**src/rtl/sbr_pkg.sv**
```systemverilog
package sbr_pkg;

  // Configuration register file
  localparam int unsigned CFG_INDEX_W  = 3;
  localparam int unsigned CFG_DATA_W   = 20;
  localparam int unsigned TICK_CFG_W   = 16;
  localparam int unsigned TIMEOUT_W    = 20;
  localparam int unsigned BYTE_W       = 8;

  localparam logic [TICK_CFG_W-1:0] RESET_BIT_TICKS      = 16'd104;
  localparam logic [TICK_CFG_W-1:0] RESET_HALF_BIT_TICKS = 16'd52;
  localparam logic                  RESET_IDLE_LEVEL     = 1'b1;
  localparam logic [TIMEOUT_W-1:0]  RESET_TIMEOUT        = 20'd250000;

  typedef enum logic [CFG_INDEX_W-1:0] {
    CFG_BIT_TICKS      = 3'd0,
    CFG_HALF_BIT_TICKS = 3'd1,
    CFG_IDLE_LEVEL     = 3'd2,
    CFG_IDLE_TIMEOUT   = 3'd3
  } cfg_reg_t;

  typedef struct packed {
    logic [TICK_CFG_W-1:0] bit_ticks;
    logic [TICK_CFG_W-1:0] half_bit_ticks;
    logic                  idle_level;
    logic [TIMEOUT_W-1:0]  idle_timeout_ticks;
  } cfg_t;

  typedef enum logic [1:0] {
    PH_IDLE  = 2'd0,
    PH_START = 2'd1,
    PH_DATA  = 2'd2,
    PH_STOP  = 2'd3
  } phase_t;

  typedef enum logic [1:0] {
    ST_BYTE        = 2'd0,
    ST_TIMEOUT     = 2'd1,
    ST_FALSE_START = 2'd2
  } status_t;

  typedef struct packed {
    logic [BYTE_W-1:0] data_byte;
    status_t           status;
  } result_t;

endpackage

```
**src/rtl/sbr_cfg.sv**
```systemverilog
module sbr_cfg (
  input  logic                              clk,
  input  logic                              rst_n,
  input  logic                              cfg_valid,
  output logic                              cfg_ready,
  input  logic [sbr_pkg::CFG_INDEX_W-1:0]   cfg_index,
  input  logic [sbr_pkg::CFG_DATA_W-1:0]    cfg_data,
  output sbr_pkg::cfg_t                     cfg
);

  sbr_pkg::cfg_t cfg_r;
  sbr_pkg::cfg_t cfg_nxt;

  // Writes are always accepted and registered
  assign cfg_ready = 1'b1;

  always_comb begin
    cfg_nxt = cfg_r;
    if (cfg_valid) begin
      unique case (cfg_index)
        sbr_pkg::CFG_BIT_TICKS:
          cfg_nxt.bit_ticks = cfg_data[sbr_pkg::TICK_CFG_W-1:0];
        sbr_pkg::CFG_HALF_BIT_TICKS:
          cfg_nxt.half_bit_ticks = cfg_data[sbr_pkg::TICK_CFG_W-1:0];
        sbr_pkg::CFG_IDLE_LEVEL:
          cfg_nxt.idle_level = cfg_data[0];
        sbr_pkg::CFG_IDLE_TIMEOUT:
          cfg_nxt.idle_timeout_ticks = cfg_data[sbr_pkg::TIMEOUT_W-1:0];
        default: ;  // drop writes to unused indexes
      endcase
    end
  end

  always_ff @(posedge clk) begin
    if (!rst_n) begin
      cfg_r.bit_ticks          <= sbr_pkg::RESET_BIT_TICKS;
      cfg_r.half_bit_ticks     <= sbr_pkg::RESET_HALF_BIT_TICKS;
      cfg_r.idle_level         <= sbr_pkg::RESET_IDLE_LEVEL;
      cfg_r.idle_timeout_ticks <= sbr_pkg::RESET_TIMEOUT;
    end else begin
      cfg_r <= cfg_nxt;
    end
  end

  assign cfg = cfg_r;

endmodule

```
**src/rtl/sbr_core.sv**
```systemverilog
module sbr_core #(
  parameter int unsigned DATA_BITS   = 8,
  parameter int unsigned COUNT_WIDTH = 16
) (
  input  logic             clk,
  input  logic             rst_n,
  input  sbr_pkg::cfg_t    cfg,
  input  logic             step,
  input  logic             line_level,
  output logic             res_valid,
  output sbr_pkg::result_t res
);

  localparam int unsigned IDX_W = $clog2(DATA_BITS);
  localparam logic [IDX_W-1:0] LAST_IDX = IDX_W'(DATA_BITS - 1);

  sbr_pkg::phase_t                 phase_r, phase_nxt;
  logic [COUNT_WIDTH-1:0]          tick_count_r, tick_count_nxt;
  logic [IDX_W-1:0]                bit_index_r, bit_index_nxt;
  logic [DATA_BITS-1:0]            shift_byte_r, shift_byte_nxt;
  logic [sbr_pkg::TIMEOUT_W-1:0]   timeout_left_r, timeout_left_nxt;

  logic                   at_idle;
  logic                   expired;
  logic                   data_bit;
  logic [COUNT_WIDTH-1:0] bit_load;
  logic [COUNT_WIDTH-1:0] half_load;

  assign at_idle   = (line_level == cfg.idle_level);
  assign expired   = (tick_count_r <= COUNT_WIDTH'(1));
  assign data_bit  = line_level ^ ~cfg.idle_level;
  assign bit_load  = COUNT_WIDTH'(cfg.bit_ticks);
  assign half_load = COUNT_WIDTH'(cfg.half_bit_ticks);

  always_comb begin
    phase_nxt        = phase_r;
    tick_count_nxt   = tick_count_r;
    bit_index_nxt    = bit_index_r;
    shift_byte_nxt   = shift_byte_r;
    timeout_left_nxt = timeout_left_r;
    res_valid        = 1'b0;
    res.data_byte    = '0;
    res.status       = sbr_pkg::ST_BYTE;

    if (step) begin
      if (phase_r != sbr_pkg::PH_IDLE && !expired) begin
        tick_count_nxt = tick_count_r - COUNT_WIDTH'(1);
      end
      unique case (phase_r)
        sbr_pkg::PH_IDLE: begin
          if (at_idle) begin
            if (timeout_left_r <= sbr_pkg::TIMEOUT_W'(1)) begin
              timeout_left_nxt = cfg.idle_timeout_ticks;
              res_valid        = 1'b1;
              res.status       = sbr_pkg::ST_TIMEOUT;
            end else begin
              timeout_left_nxt = timeout_left_r - sbr_pkg::TIMEOUT_W'(1);
            end
          end else begin
            phase_nxt      = sbr_pkg::PH_START;
            tick_count_nxt = half_load;
          end
        end
        sbr_pkg::PH_START: begin
          if (expired) begin
            if (at_idle) begin
              phase_nxt        = sbr_pkg::PH_IDLE;
              timeout_left_nxt = cfg.idle_timeout_ticks;
              res_valid        = 1'b1;
              res.status       = sbr_pkg::ST_FALSE_START;
            end else begin
              phase_nxt      = sbr_pkg::PH_DATA;
              tick_count_nxt = bit_load;
              bit_index_nxt  = '0;
              shift_byte_nxt = '0;
            end
          end
        end
        sbr_pkg::PH_DATA: begin
          if (expired) begin
            shift_byte_nxt              = shift_byte_r;
            shift_byte_nxt[bit_index_r] = shift_byte_r[bit_index_r] | data_bit;
            if (bit_index_r >= LAST_IDX) begin
              phase_nxt = sbr_pkg::PH_STOP;
            end else begin
              bit_index_nxt = bit_index_r + IDX_W'(1);
            end
            tick_count_nxt = bit_load;
          end
        end
        sbr_pkg::PH_STOP: begin
          if (expired) begin
            phase_nxt        = sbr_pkg::PH_IDLE;
            timeout_left_nxt = cfg.idle_timeout_ticks;
            res_valid        = 1'b1;
            res.status       = sbr_pkg::ST_BYTE;
            res.data_byte    = sbr_pkg::BYTE_W'(shift_byte_r);
          end
        end
        default: ;
      endcase
    end
  end

  always_ff @(posedge clk) begin
    if (!rst_n) begin
      phase_r        <= sbr_pkg::PH_IDLE;
      tick_count_r   <= '0;
      bit_index_r    <= '0;
      shift_byte_r   <= '0;
      timeout_left_r <= sbr_pkg::RESET_TIMEOUT;
    end else begin
      phase_r        <= phase_nxt;
      tick_count_r   <= tick_count_nxt;
      bit_index_r    <= bit_index_nxt;
      shift_byte_r   <= shift_byte_nxt;
      timeout_left_r <= timeout_left_nxt;
    end
  end

  // After any reported word the framer sits in idle; a timeout keeps it there
  a_res_returns_idle: assert property (@(posedge clk) disable iff (!rst_n)
    res_valid |=> phase_r == sbr_pkg::PH_IDLE)
    else $error("framer not idle after a reported word");

  // A start edge always loads the half-bit count
  a_start_loads_half: assert property (@(posedge clk) disable iff (!rst_n)
    (step && phase_r == sbr_pkg::PH_IDLE && !at_idle) |=>
      (phase_r == sbr_pkg::PH_START && tick_count_r == $past(half_load)))
    else $error("start edge did not load the half-bit count");

endmodule

```
**src/rtl/sbr_skid.sv**
```systemverilog
module sbr_skid (
  input  logic             clk,
  input  logic             rst_n,
  input  logic             push,
  input  sbr_pkg::result_t push_word,
  output logic             can_push,
  output logic             out_valid,
  input  logic             out_ready,
  output sbr_pkg::result_t out_word
);

  logic             out_v_r, out_v_nxt;
  logic             skid_v_r, skid_v_nxt;
  sbr_pkg::result_t out_w_r, out_w_nxt;
  sbr_pkg::result_t skid_w_r, skid_w_nxt;
  logic             pop;

  assign pop      = out_v_r & out_ready;
  assign can_push = ~skid_v_r;

  always_comb begin
    out_v_nxt  = out_v_r;
    skid_v_nxt = skid_v_r;
    out_w_nxt  = out_w_r;
    skid_w_nxt = skid_w_r;
    if (!out_v_r || pop) begin
      // advance the older word into the output register
      if (skid_v_r) begin
        out_v_nxt  = 1'b1;
        out_w_nxt  = skid_w_r;
        skid_v_nxt = push;
        skid_w_nxt = push_word;
      end else begin
        out_v_nxt = push;
        out_w_nxt = push_word;
      end
    end else if (push) begin
      // hold the new word behind the stalled one
      skid_v_nxt = 1'b1;
      skid_w_nxt = push_word;
    end
  end

  always_ff @(posedge clk) begin
    if (!rst_n) begin
      out_v_r  <= 1'b0;
      skid_v_r <= 1'b0;
    end else begin
      out_v_r  <= out_v_nxt;
      skid_v_r <= skid_v_nxt;
    end
  end

  always_ff @(posedge clk) begin
    out_w_r  <= out_w_nxt;
    skid_w_r <= skid_w_nxt;
  end

  assign out_valid = out_v_r;
  assign out_word  = out_w_r;

  a_skid_behind_out: assert property (@(posedge clk) disable iff (!rst_n)
    skid_v_r |-> out_v_r)
    else $error("skid word present with empty output register");

  a_no_push_when_full: assert property (@(posedge clk) disable iff (!rst_n)
    (skid_v_r && !pop) |=> (skid_v_r && skid_w_r == $past(skid_w_r)))
    else $error("skid word lost or overwritten");

endmodule

```
**src/rtl/serial_byte_receiver.sv**
```systemverilog
// serial_byte_receiver: frames asynchronous 8N1-style bytes from a stream of
// receive-line samples, one sample per word on the in_ channel.
// - in_line_level: one sample per accepted word; a word is normally offered
//   every cycle and is taken whenever in_ready is high.
// - out_data_byte / out_status: one word per received byte (status 0), idle
//   timeout (status 1) or false start (status 2); data_byte is 0 unless a
//   byte was received.
// - cfg_index / cfg_data: register writes, taken every cycle (cfg_ready is
//   tied high). Index 0 bit_ticks, 1 half_bit_ticks, 2 idle_level,
//   3 idle_timeout_ticks; other indexes are dropped.
// Throughput is one sample per cycle while in_ready is high. A result is
// registered in the output register, or in the skid stage while output
// stalls; the framer state, output register and skid stage are the stages.
// Reset (synchronous, active low) restores the register defaults, returns the
// framer to idle with a full idle timeout and empties the output and skid stages.
// Stall: the output register has a one-word skid stage behind it, so sampling
// continues while one result waits. in_ready drops only once both the output
// register and the skid stage hold words.
module serial_byte_receiver #(
  parameter int unsigned DATA_BITS   = 8,
  parameter int unsigned COUNT_WIDTH = 16
) (
  input  logic                            clk,
  input  logic                            rst_n,

  input  logic                            in_valid,
  output logic                            in_ready,
  input  logic                            in_line_level,

  output logic                            out_valid,
  input  logic                            out_ready,
  output logic [sbr_pkg::BYTE_W-1:0]      out_data_byte,
  output logic [1:0]                      out_status,

  input  logic                            cfg_valid,
  output logic                            cfg_ready,
  input  logic [sbr_pkg::CFG_INDEX_W-1:0] cfg_index,
  input  logic [sbr_pkg::CFG_DATA_W-1:0]  cfg_data
);

  sbr_pkg::cfg_t    cfg;
  sbr_pkg::result_t res;
  sbr_pkg::result_t out_word;
  logic             res_valid;
  logic             in_fire;

  // advance the framer only on an accepted sample
  assign in_fire = in_valid & in_ready;

  sbr_cfg u_cfg (
    .clk       (clk),
    .rst_n     (rst_n),
    .cfg_valid (cfg_valid),
    .cfg_ready (cfg_ready),
    .cfg_index (cfg_index),
    .cfg_data  (cfg_data),
    .cfg       (cfg)
  );

  sbr_core #(
    .DATA_BITS   (DATA_BITS),
    .COUNT_WIDTH (COUNT_WIDTH)
  ) u_core (
    .clk        (clk),
    .rst_n      (rst_n),
    .cfg        (cfg),
    .step       (in_fire),
    .line_level (in_line_level),
    .res_valid  (res_valid),
    .res        (res)
  );

  sbr_skid u_skid (
    .clk       (clk),
    .rst_n     (rst_n),
    .push      (res_valid),
    .push_word (res),
    .can_push  (in_ready),
    .out_valid (out_valid),
    .out_ready (out_ready),
    .out_word  (out_word)
  );

  assign out_data_byte = out_word.data_byte;
  assign out_status    = out_word.status;

endmodule

```
**config.mk**
```make
export PLATFORM = sky130hd
export DESIGN_NAME = serial_byte_receiver
export DESIGN_NICKNAME = d
export VERILOG_FILES = /design/src/rtl/sbr_pkg.sv /design/src/rtl/sbr_cfg.sv /design/src/rtl/sbr_core.sv /design/src/rtl/sbr_skid.sv /design/src/rtl/serial_byte_receiver.sv
export SDC_FILE = /design/constraint.sdc
export NUM_CORES = 1
export LEC_CHECK = 0
export ABC_AREA = 1
export BUFFER_PORTS_ARGS = -buffer_cell sky130_fd_sc_hd__buf_2
export CAP_MARGIN = 10
export CORE_MARGIN = 8
export CORE_UTILIZATION = 45
export DETAILED_ROUTE_END_ITERATION = 10
export PLACE_DENSITY = 0.72
export SLEW_MARGIN = 15
export SYNTH_ARGS = -nofsm -noshare
export SYNTH_HDL_FRONTEND = slang
export SYNTH_HIERARCHICAL = 1
export SYNTH_SLANG_ARGS = --single-unit
```
**constraint.sdc**
```tcl
create_clock -name clk -period 6.05 [get_ports clk]
set_clock_uncertainty 0.2 [all_clocks]
set_input_delay 0.3025 -clock clk [delete_from_list [all_inputs] [get_ports clk]]
set_output_delay 0.3025 -clock clk [all_outputs]
set_load 0.01 [all_outputs]
```
==> reports/qor.json, run 1 <==
{
  "cell_internal_pwr_mw": 2.04,
  "maxCapViolCount": 0,
  "placement_rows": 46,
  "tritoncts_buffer_count": 17,
  "syn_to_final_growth_pct": 13.4,
  "floorplan.core_area_um2": 15700,
  "yosys-mux-area-fraction": 0,
  "run_status": "finished, final reports clean",
  "synth_largest_area_cell": "sky130_fd_sc_hd__dfxtp_1",
  "cell_with_the_most_instances_on_the_worst_path": "sky130_fd_sc_hd__inv_1",
  "cts_repair_resize_count": 0,
  "layout.cells.most_common": "sky130_fd_sc_hd__nand2_1",
  "global_route.peak_usage_layer": "met2",
  "power.share.sequential": 0.301,
  "place.gp.congestion": 0.903,
  "synth_async_sr_flop_share": 0,
  "groute.layer.met3.usage": 0.0467,
  "via_count": 6867,
  "cts_num_sinks": 124,
  "critPathArrivalTime_ps": 3500,
  "grt_util_met2": 0.288,
  "share_comb_of_total_power": 0.425,
  "setup-violations-final": 0,
  "clkSlewWorstSetupHoldPaths_ps": 60,
  "layout.cells.most_common_list": "sky130_fd_sc_hd__nand2_1 (296), sky130_fd_sc_hd__nor2_1 (136), sky130_fd_sc_hd__inv_1 (106), sky130_fd_sc_hd__nand3_1 (106), sky130_fd_sc_hd__dfxtp_1 (104)",
  "synth-edff-count": 20,
  "combinational_family_with_the_most_area_after_synthesis": "simple AND/OR/NAND/NOR gates",
  "cts_root_buf": "sky130_fd_sc_hd__clkbuf_16",
  "overflow": 0,
  "pwr-share-clk": 0.275,
  "grt_use_total": 0.189,
  "use_met1": 0.254,
  "number_of_antenna_violations_at_the_first_check_in_global_routing": 0,
  "final_layout_size_suffix_gt1_frac": 0.0992,
  "crit_chain": "inv_2, nand2_1, inv_1, inv_1, nor2_1, inv_1, nand2_4, nand2_4, nor2_8, inv_4, a21oi_1, o21ai_0, nand2_1",
  "insertion_delay_ps": 420,
  "synth_sequential_area_ratio": 0.379,
  "tns_ps": 0,
  "grt_first_pass_wirelength_um": 30800,
  "worstMarginPinSlew_ps": 1150,
  "synth-xor-area-share": 0.0210,
  "util_after_layout": 0.513,
  "critical_path.top_delay_family": "buffers and inverters",
  "port-buffer-count": 40,
  "finalNonFillerCells": 1325,
  "route.detailed.drc": 0,
  "place_inst": 1280,
  "vdd.ir_drop.worst_v": 0.000265,
  "switching_power_mw": 1.56,
  "synth-adder-area-share": 0.0106,
  "tritoncts": "built",
  "total_power_mw": 3.60,
  "cpMaxStageDelayCell": "sky130_fd_sc_hd__inv_1",
  "ranking_of_synthesized_cells_by_area": "sky130_fd_sc_hd__dfxtp_1 (29%), sky130_fd_sc_hd__nand2_1 (16%), sky130_fd_sc_hd__edfxtp_1 (8.5%)",
  "width_of_the_die_um": 141,
  "wire_per_inst_um": 14.0,
  "cpPeakStageDelay_ps": 490,
  "detailedRoute.firstIterationViolations": 690,
  "final_antenna_net_count": 0,
  "dp.final_hpwl_um": 12600,
  "via_count_of_the_first_global_routing_pass": 6190,
  "drt_pass_1_iters": 7,
  "final_max_slew_violation_count": 0,
  "max_freq_mhz": 299,
  "grt_setup_unrepaired": "no",
  "postSynth.topFlopCell": "sky130_fd_sc_hd__dfxtp_1",
  "slew_headroom": 0.230,
  "grt_max_degree": 74,
  "io-pin-count": 42,
  "area_enclosed_by_the_die_boundary_um2": 20000,
  "p_leak_nw": 3.66,
  "syn_nets": 1104,
  "cts-htree-levels": 4,
  "postRouteWirelength_um": 18500,
  "cp-start-kind": "flop",
  "powerDensity_nw_per_um2": 448,
  "post_synth_and_or_nand_nor_area_fraction": 0.357,
  "floorplan.initialDensity": 0.452,
  "yosysWarnings": 6,
  "timing.final.crit_share": 0.552,
  "worst-setup-path-type": "flop to flop",
  "postSynthCellCount": 1069,
  "number_of_antenna_cells_inserted": 0,
  "path_max_fanout": 25,
  "timing.critical_path.to_type": "flop",
  "syn_area_um2": 7080,
  "synth.lib_cells_used.distinct": 43,
  "dpl_cell_area_um2": 7330,
  "min_path_type": "primary input to flop",
  "min_period_ps": 3340,
  "path_buf_inv": 5,
  "viasPerCell": 5.18,
  "synth.ff_latch_count": 124,
  "worst-endpoint-required_ps": 6210,
  "finalInstanceArea_um2": 8030,
  "report.final.hold_viol_count": 0,
  "yosys.area.top_type_share": 0.294,
  "setup_repair_bufs_after_cts": 0,
  "power_switching_share": 0.433,
  "die_h_um": 141,
  "numnets_final": 1131,
  "clk_path_buf_depth": 2,
  "synth_area_per_cell_um2": 6.62,
  "synth-compound-area-share": 0.135
}
## sequential cells by signal (all words and copies together), names as in the netlist, named ones only
name,count
u_cfg/cfg,53
u_core/timeout_left_r,20
u_core/tick_count_r,16
u_skid/out_word,10
u_skid/skid_w_r,10
u_core/shift_byte_r,8
u_core/bit_index_r,3
u_core/phase_r,1
u_skid/out_valid,1
u_skid/skid_v_r,1
## path summary, 6_finish.rpt
kind                               end  cells after the start  slack, ps             from
min reg2reg               u_cfg/cfg[7]                      2        260     u_cfg/cfg[7]
max          u_core/timeout_left_r[16]                     13       2710  u_skid/skid_v_r
min                      u_cfg/cfg[18]                      5         30     cfg_data[18]
max reg2reg  u_core/timeout_left_r[16]                     13       2710  u_skid/skid_v_r
## what timing repair did
item | CTS | global route
setup endpoints to repair | 0 | 0
endpoints found under the hold margin | 15 | 0
hold buffers | 13 | 0
## logic make-up (layout without fill, tap and decap cells)
logic type | count (synthesis) | count (layout)
other | 1 | 1
AOI/OAI and AO/OA | 169 | 169
and+or+nand+nor | 589 | 589
DFF | 124 | 124
xor gates and xnor gates | 17 | 17
adders and majority gates | 6 | 6
buffers and inverters | 163 | 203
## synthesized netlist by cell type, types with 5 or more instances
cell type	number
sky130_fd_sc_hd__nand2_1	296
sky130_fd_sc_hd__nor2_1	137
sky130_fd_sc_hd__inv_1	107
sky130_fd_sc_hd__nand3_1	106
sky130_fd_sc_hd__dfxtp_1	104
sky130_fd_sc_hd__a21oi_1	80
sky130_fd_sc_hd__o21ai_0	40
sky130_fd_sc_hd__clkbuf_1	20
sky130_fd_sc_hd__edfxtp_1	20
sky130_fd_sc_hd__buf_2	16
sky130_fd_sc_hd__o211ai_1	15
sky130_fd_sc_hd__nand4_1	9
sky130_fd_sc_hd__nor4_1	9
sky130_fd_sc_hd__xor2_1	9
sky130_fd_sc_hd__o21a_1	8
sky130_fd_sc_hd__xnor2_1	8
sky130_fd_sc_hd__nor2_2	7
sky130_fd_sc_hd__a211oi_1	6
sky130_fd_sc_hd__buf_4	6
sky130_fd_sc_hd__ha_1	6
sky130_fd_sc_hd__inv_2	6
sky130_fd_sc_hd__a31oi_1	5
sky130_fd_sc_hd__o21ai_1	5
sky130_fd_sc_hd__or2_2	5
## worst reg2reg max path: cells and delay by family (launching register included)
| family | cells | cell delay, ps |
|---|---|---|
| buf+inv | 5 | 1440 |
| simple gates | 6 | 960 |
| flops | 1 | 420 |
| compound gates | 2 | 250 |
## power groups by stage
stage | clock (mW) | combinational, mW | sequential, mW
after floorplan | 0 | 1.23 | 1.06
after global placement | 0 | 1.47 | 1.09
after detailed placement | 0 | 1.49 | 1.09
after CTS | 1.00 | 1.51 | 1.08
after global routing | 1.04 | 1.74 | 1.10
final | 0.988 | 1.53 | 1.08
## per-stage QoR
step	worst slack [ps]	hold slack [ps]
final	2710	28.0
after global routing	2400	56.2
after CTS	2720	32.1
after detailed placement	2740	243
after global placement	2880	247
after floorplan	3500	215
## layer usage
| layer | vias up | part of all wire |
|---|---|---|
| met5 | - | 0 |
| met4 | 0 | 0.022 |
| met3 | 31 | 0.064 |
| met2 | 217 | 0.44 |
| met1 | 3098 | 0.47 |
| li1 | 3521 | - |
## final cells by class
type / count / area [µm²]
Clock inverter: 15 / 146
Fill cell: 1633 / 7630
Sequential cell: 124 / 2680
Timing Repair Buffer: 56 / 353
Inverter: 115 / 435
Clock buffer: 17 / 425
Multi-Input combinational cell: 782 / 3710
Tap cell: 216 / 270
Power figures use the tool's default switching activity.
==> run 2, diff against run 1 <==
--- a/config.mk
+++ b/config.mk
@@ -11,7 +11,7 @@
 export CORE_MARGIN = 8
 export CORE_UTILIZATION = 45
 export DETAILED_ROUTE_END_ITERATION = 10
-export PLACE_DENSITY = 0.72
+export PLACE_DENSITY = 0.74
 export SLEW_MARGIN = 15
 export SYNTH_ARGS = -nofsm -noshare
 export SYNTH_HDL_FRONTEND = slang
==> constraint.sdc (replaced) <==
create_clock -name clk -period 2.95 [get_ports clk]
set_clock_uncertainty 0.2 [all_clocks]
set_input_delay 0.1475 -clock clk [delete_from_list [all_inputs] [get_ports clk]]
set_output_delay 0.1475 -clock clk [all_outputs]
set_load 0.01 [all_outputs]
==> run 2 against run 1 <==
Compared with the run above: total power rose by 110%; utilization rose by 1.9 points; register-to-register slack got worse by 2500 ps; die area did not move; sequential power rose by 100%; non-clock buffer count rose by 25; highest routed layer unchanged.
==> reports/qor.json, run 2 (same netlist as run 1, synthesis figures left out) <==
{
  "cp-start-kind": "flop",
  "multi_input_area": {"value": 3720, "unit": "µm²", "change": "about the same"},
  "via_count_of_the_first_global_routing_pass": {"value": 6295, "change": "+1.7%"},
  "cpPeakStageDelay": {"value": 480, "unit": "ps", "change": "about the same"},
  "grt_use_total": {"value": 0.189, "change": "-0.000238"},
  "cts_root_buf": "sky130_fd_sc_hd__clkbuf_16",
  "clkSlewWorstSetupHoldPaths": {"value": 60, "unit": "ps", "change": "about the same"},
  "overflow": {"value": 0, "change": "unchanged"},
  "cpMaxStageDelayCell": "sky130_fd_sc_hd__a211oi_1",
  "critPathLaunch": "u_core/tick_count_r[0]",
  "area_enclosed_by_the_die_boundary": {"value": 20000, "unit": "µm²", "change": "unchanged"},
  "worst-endpoint-required": {"value": 2860, "unit": "ps", "change": "-3350 ps"},
  "worst-setup-path-type": "flop to flop",
  "p_leak": {"value": 3.81, "unit": "nW", "change": "+4.1%"},
  "min_delay_path_depth": {"value": 4, "change": "-1"},
  "final_antenna_net_count": {"value": 0, "change": "unchanged"},
  "grt_setup_unrepaired": "no",
  "worstMarginPinSlew": {"value": 987, "unit": "ps", "change": "-167 ps"},
  "final_max_slew_violation_count": {"value": 0, "change": "unchanged"},
  "report.final.hold_viol_count": {"value": 0, "change": "unchanged"},
  "final.fill_count": {"value": 1558, "change": "-4.6%"},
  "worst_hold_startpoint": "cfg_index[2]",
  "min_path_type": "primary input to flop",
  "wire_per_inst": {"value": 13.6, "unit": "µm", "change": "-2.6%"},
  "layout.cells.most_common": "sky130_fd_sc_hd__nand2_1",
  "finalInstanceArea": {"value": 8320, "unit": "µm²", "change": "+3.6%"},
  "number_of_antenna_cells_inserted": {"value": 0, "change": "unchanged"},
  "maxCapViolCount": {"value": 0, "change": "unchanged"},
  "timing.reg2reg.worst_path_depth": {"value": 9, "change": "-4"},
  "floorplan.initialDensity": {"value": 0.452, "change": "unchanged"},
  "port-buffer-count": {"value": 40, "change": "unchanged"},
  "min_delay_worst_endpoint": "u_cfg/cfg[40]",
  "final_layout_size_suffix_gt1_frac": {"value": 0.111, "change": "+0.0119"},
  "insertion_delay": {"value": 420, "unit": "ps", "change": "about the same"},
  "drt_pass_1_iters": {"value": 5, "change": "-2"},
  "setup-violations-final": {"value": 0, "change": "unchanged"},
  "max_freq": {"value": 366, "unit": "MHz", "change": "+22%"},
  "viasPerCell": {"value": 5.15, "change": "-0.67%"},
  "tns": {"value": 0, "unit": "ps", "change": "unchanged"},
  "syn_to_final_growth_pct": 17.5,
  "clk_path_buf_depth": {"value": 2, "change": "unchanged"},
  "die_h": {"value": 141, "unit": "µm", "change": "unchanged"},
  "placement_rows": {"value": 46, "change": "unchanged"},
  "tritoncts_buffer_count": {"value": 17, "change": "unchanged"},
  "total_power": {"value": 7.74, "unit": "mW", "change": "+110%"},
  "dpl_cell_area": {"value": 7440, "unit": "µm²", "change": "+1.5%"},
  "seq_area": {"value": 2680, "unit": "µm²", "change": "unchanged"},
  "postRouteWirelength": {"value": 18400, "unit": "µm", "change": "-0.73%"},
  "place.gp.congestion": {"value": 0.896, "change": "-0.71%"},
  "reg2reg_setup_slack": {"value": 220, "unit": "ps", "change": "-2490 ps"},
  "detailedRoute.firstIterationViolations": {"value": 610, "change": "-12%"},
  "slew_headroom": {"value": 0.341, "change": "+0.111"},
  "grt_max_degree": {"value": 73, "change": "-1.4%"},
  "floorplan.core_area": {"value": 15700, "unit": "µm²", "change": "unchanged"},
  "via_count": {"value": 6950, "change": "+1.2%"},
  "run_status": "finished, final reports clean",
  "tritoncts": "built",
  "dp.final_hpwl": {"value": 12600, "unit": "µm", "change": "+0.31%"},
  "min_period": {"value": 2730, "unit": "ps", "change": "-607 ps"},
  "r2r-end": "u_skid/skid_w_r[3]",
  "r2r_start": "u_core/tick_count_r[0]",
  "timing.final.crit_share": {"value": 0.927, "change": "+0.374"},
  "vdd.ir_drop.worst": {"value": 0.000567, "unit": "V", "change": "+110%"},
  "width_of_the_die": {"value": 141, "unit": "µm", "change": "unchanged"},
  "route.detailed.drc": {"value": 0, "change": "unchanged"},
  "setup_repair_bufs_after_cts": {"value": 0, "change": "unchanged"},
  "number_of_antenna_violations_at_the_first_check_in_global_routing": {"value": 0, "change": "unchanged"},
  "largest_register_ff_count": {"value": 53, "change": "unchanged"},
  "path_max_fanout": {"value": 19, "change": "-24%"},
  "numnets_final": {"value": 1156, "change": "+2.2%"},
  "grt_first_pass_wirelength": {"value": 31000, "unit": "µm", "change": "+0.36%"},
  "layout.cells.most_common_list": "sky130_fd_sc_hd__nand2_1 (296), sky130_fd_sc_hd__nor2_1 (136), sky130_fd_sc_hd__inv_1 (107)",
  "io-pin-count": {"value": 42, "change": "unchanged"},
  "critPathArrivalTime": {"value": 2640, "unit": "ps", "change": "-860 ps"},
  "cts-htree-levels": {"value": 4, "change": "unchanged"},
  "crit_chain": "inv_1, ha_1, o21ai_1, nor2_2, nand2_4, clkinv_2, nand3_1, a211oi_1, o21a_2",
  "timing.critical_path.to_type": "flop",
  "cts_num_sinks": {"value": 124, "change": "unchanged"},
  "powerDensity": {"value": 930, "unit": "nW/µm²", "change": "+110%"}
}
-- run 2: cell count changes in the layout (fill, tap and decap cells not counted), moves of 2 or more --
cell | before | now
sky130_fd_sc_hd__clkinv_2 | 7 | 2
sky130_fd_sc_hd__clkbuf_16 | 17 | 19
sky130_fd_sc_hd__dlygate4sd3_1 | 13 | 23
sky130_fd_sc_hd__buf_4 | 3 | 18
-- run 2: area by class of cell --
| cell class | instances | share of cell area |
|---|---|---|
| Multi-Input combinational cell | 782 | 0.447 |
| Sequential cell | 124 | 0.322 |
| Timing Repair Buffer | 81 | 0.0680 |
| Clock buffer | 21 | 0.0597 |
| Inverter | 115 | 0.0523 |
| Tap cell | 216 | 0.0325 |
| Clock inverter | 11 | 0.0183 |
-- run 2: per-stage QoR --
stage | util | setup slack, ps | cells | hold slack [ps]
global route | 0.531 | 15.7 | 1350 | 50.6
finish | 0.531 | 216 | 1350 | 34.6
CTS | 0.531 | 140 | 1350 | 17.5
detailed placement | 0.475 | 152 | 1295 | 169
floorplan | - | 399 | 1069 | 59.7
global placement | 0.475 | 258 | 1295 | 156
-- run 2: worst max-delay path by stage --
stage | end | slack [ps] | depth (start not counted)
global route | u_skid/skid_w_r[3] | 20 | 9
floorplan | u_skid/skid_w_r[0] | 400 | 10
detailed placement | u_skid/skid_w_r[6] | 150 | 9
global placement | u_skid/skid_w_r[6] | 260 | 9
finish | u_skid/skid_w_r[3] | 220 | 9
CTS | u_skid/skid_w_r[4] | 140 | 9
-- run 2: metal layers --
layer / vias to the layer above / share of wire / GRT usage
li1: 3574 / - / -
met1: 3120 / 0.48 / 0.256
met2: 226 / 0.44 / 0.293
met3: 30 / 0.063 / 0.0410
met4: 0 / 0.020 / 0.0661
met5: - / 0 / 0
-- run 2: power by group --
group          total [mW]  switching (mW)  internal [mW]  leakage (nW)
clock                2.26           0.794           1.47         0.310
sequential           2.21           0.264           1.94          1.06
combinational        3.27            2.16           1.11          2.44
-- run 2: timing repair --
action | in CTS | in global routing
gates resized for setup | 0 | 1
hold endpoints to repair | 54 | 0
endpoints found under the setup margin | 0 | 10
hold buffers | 23 | 0
-- run 2: worst max-delay path, delay by kind of cell, from the launching register on --
family	cells	cell delay, ps
AOI/OAI and AO/OA	3	940
and+or+nand+nor	3	390
DFF	1	350
buffers and inverters	2	270
adders and majority gates	1	260
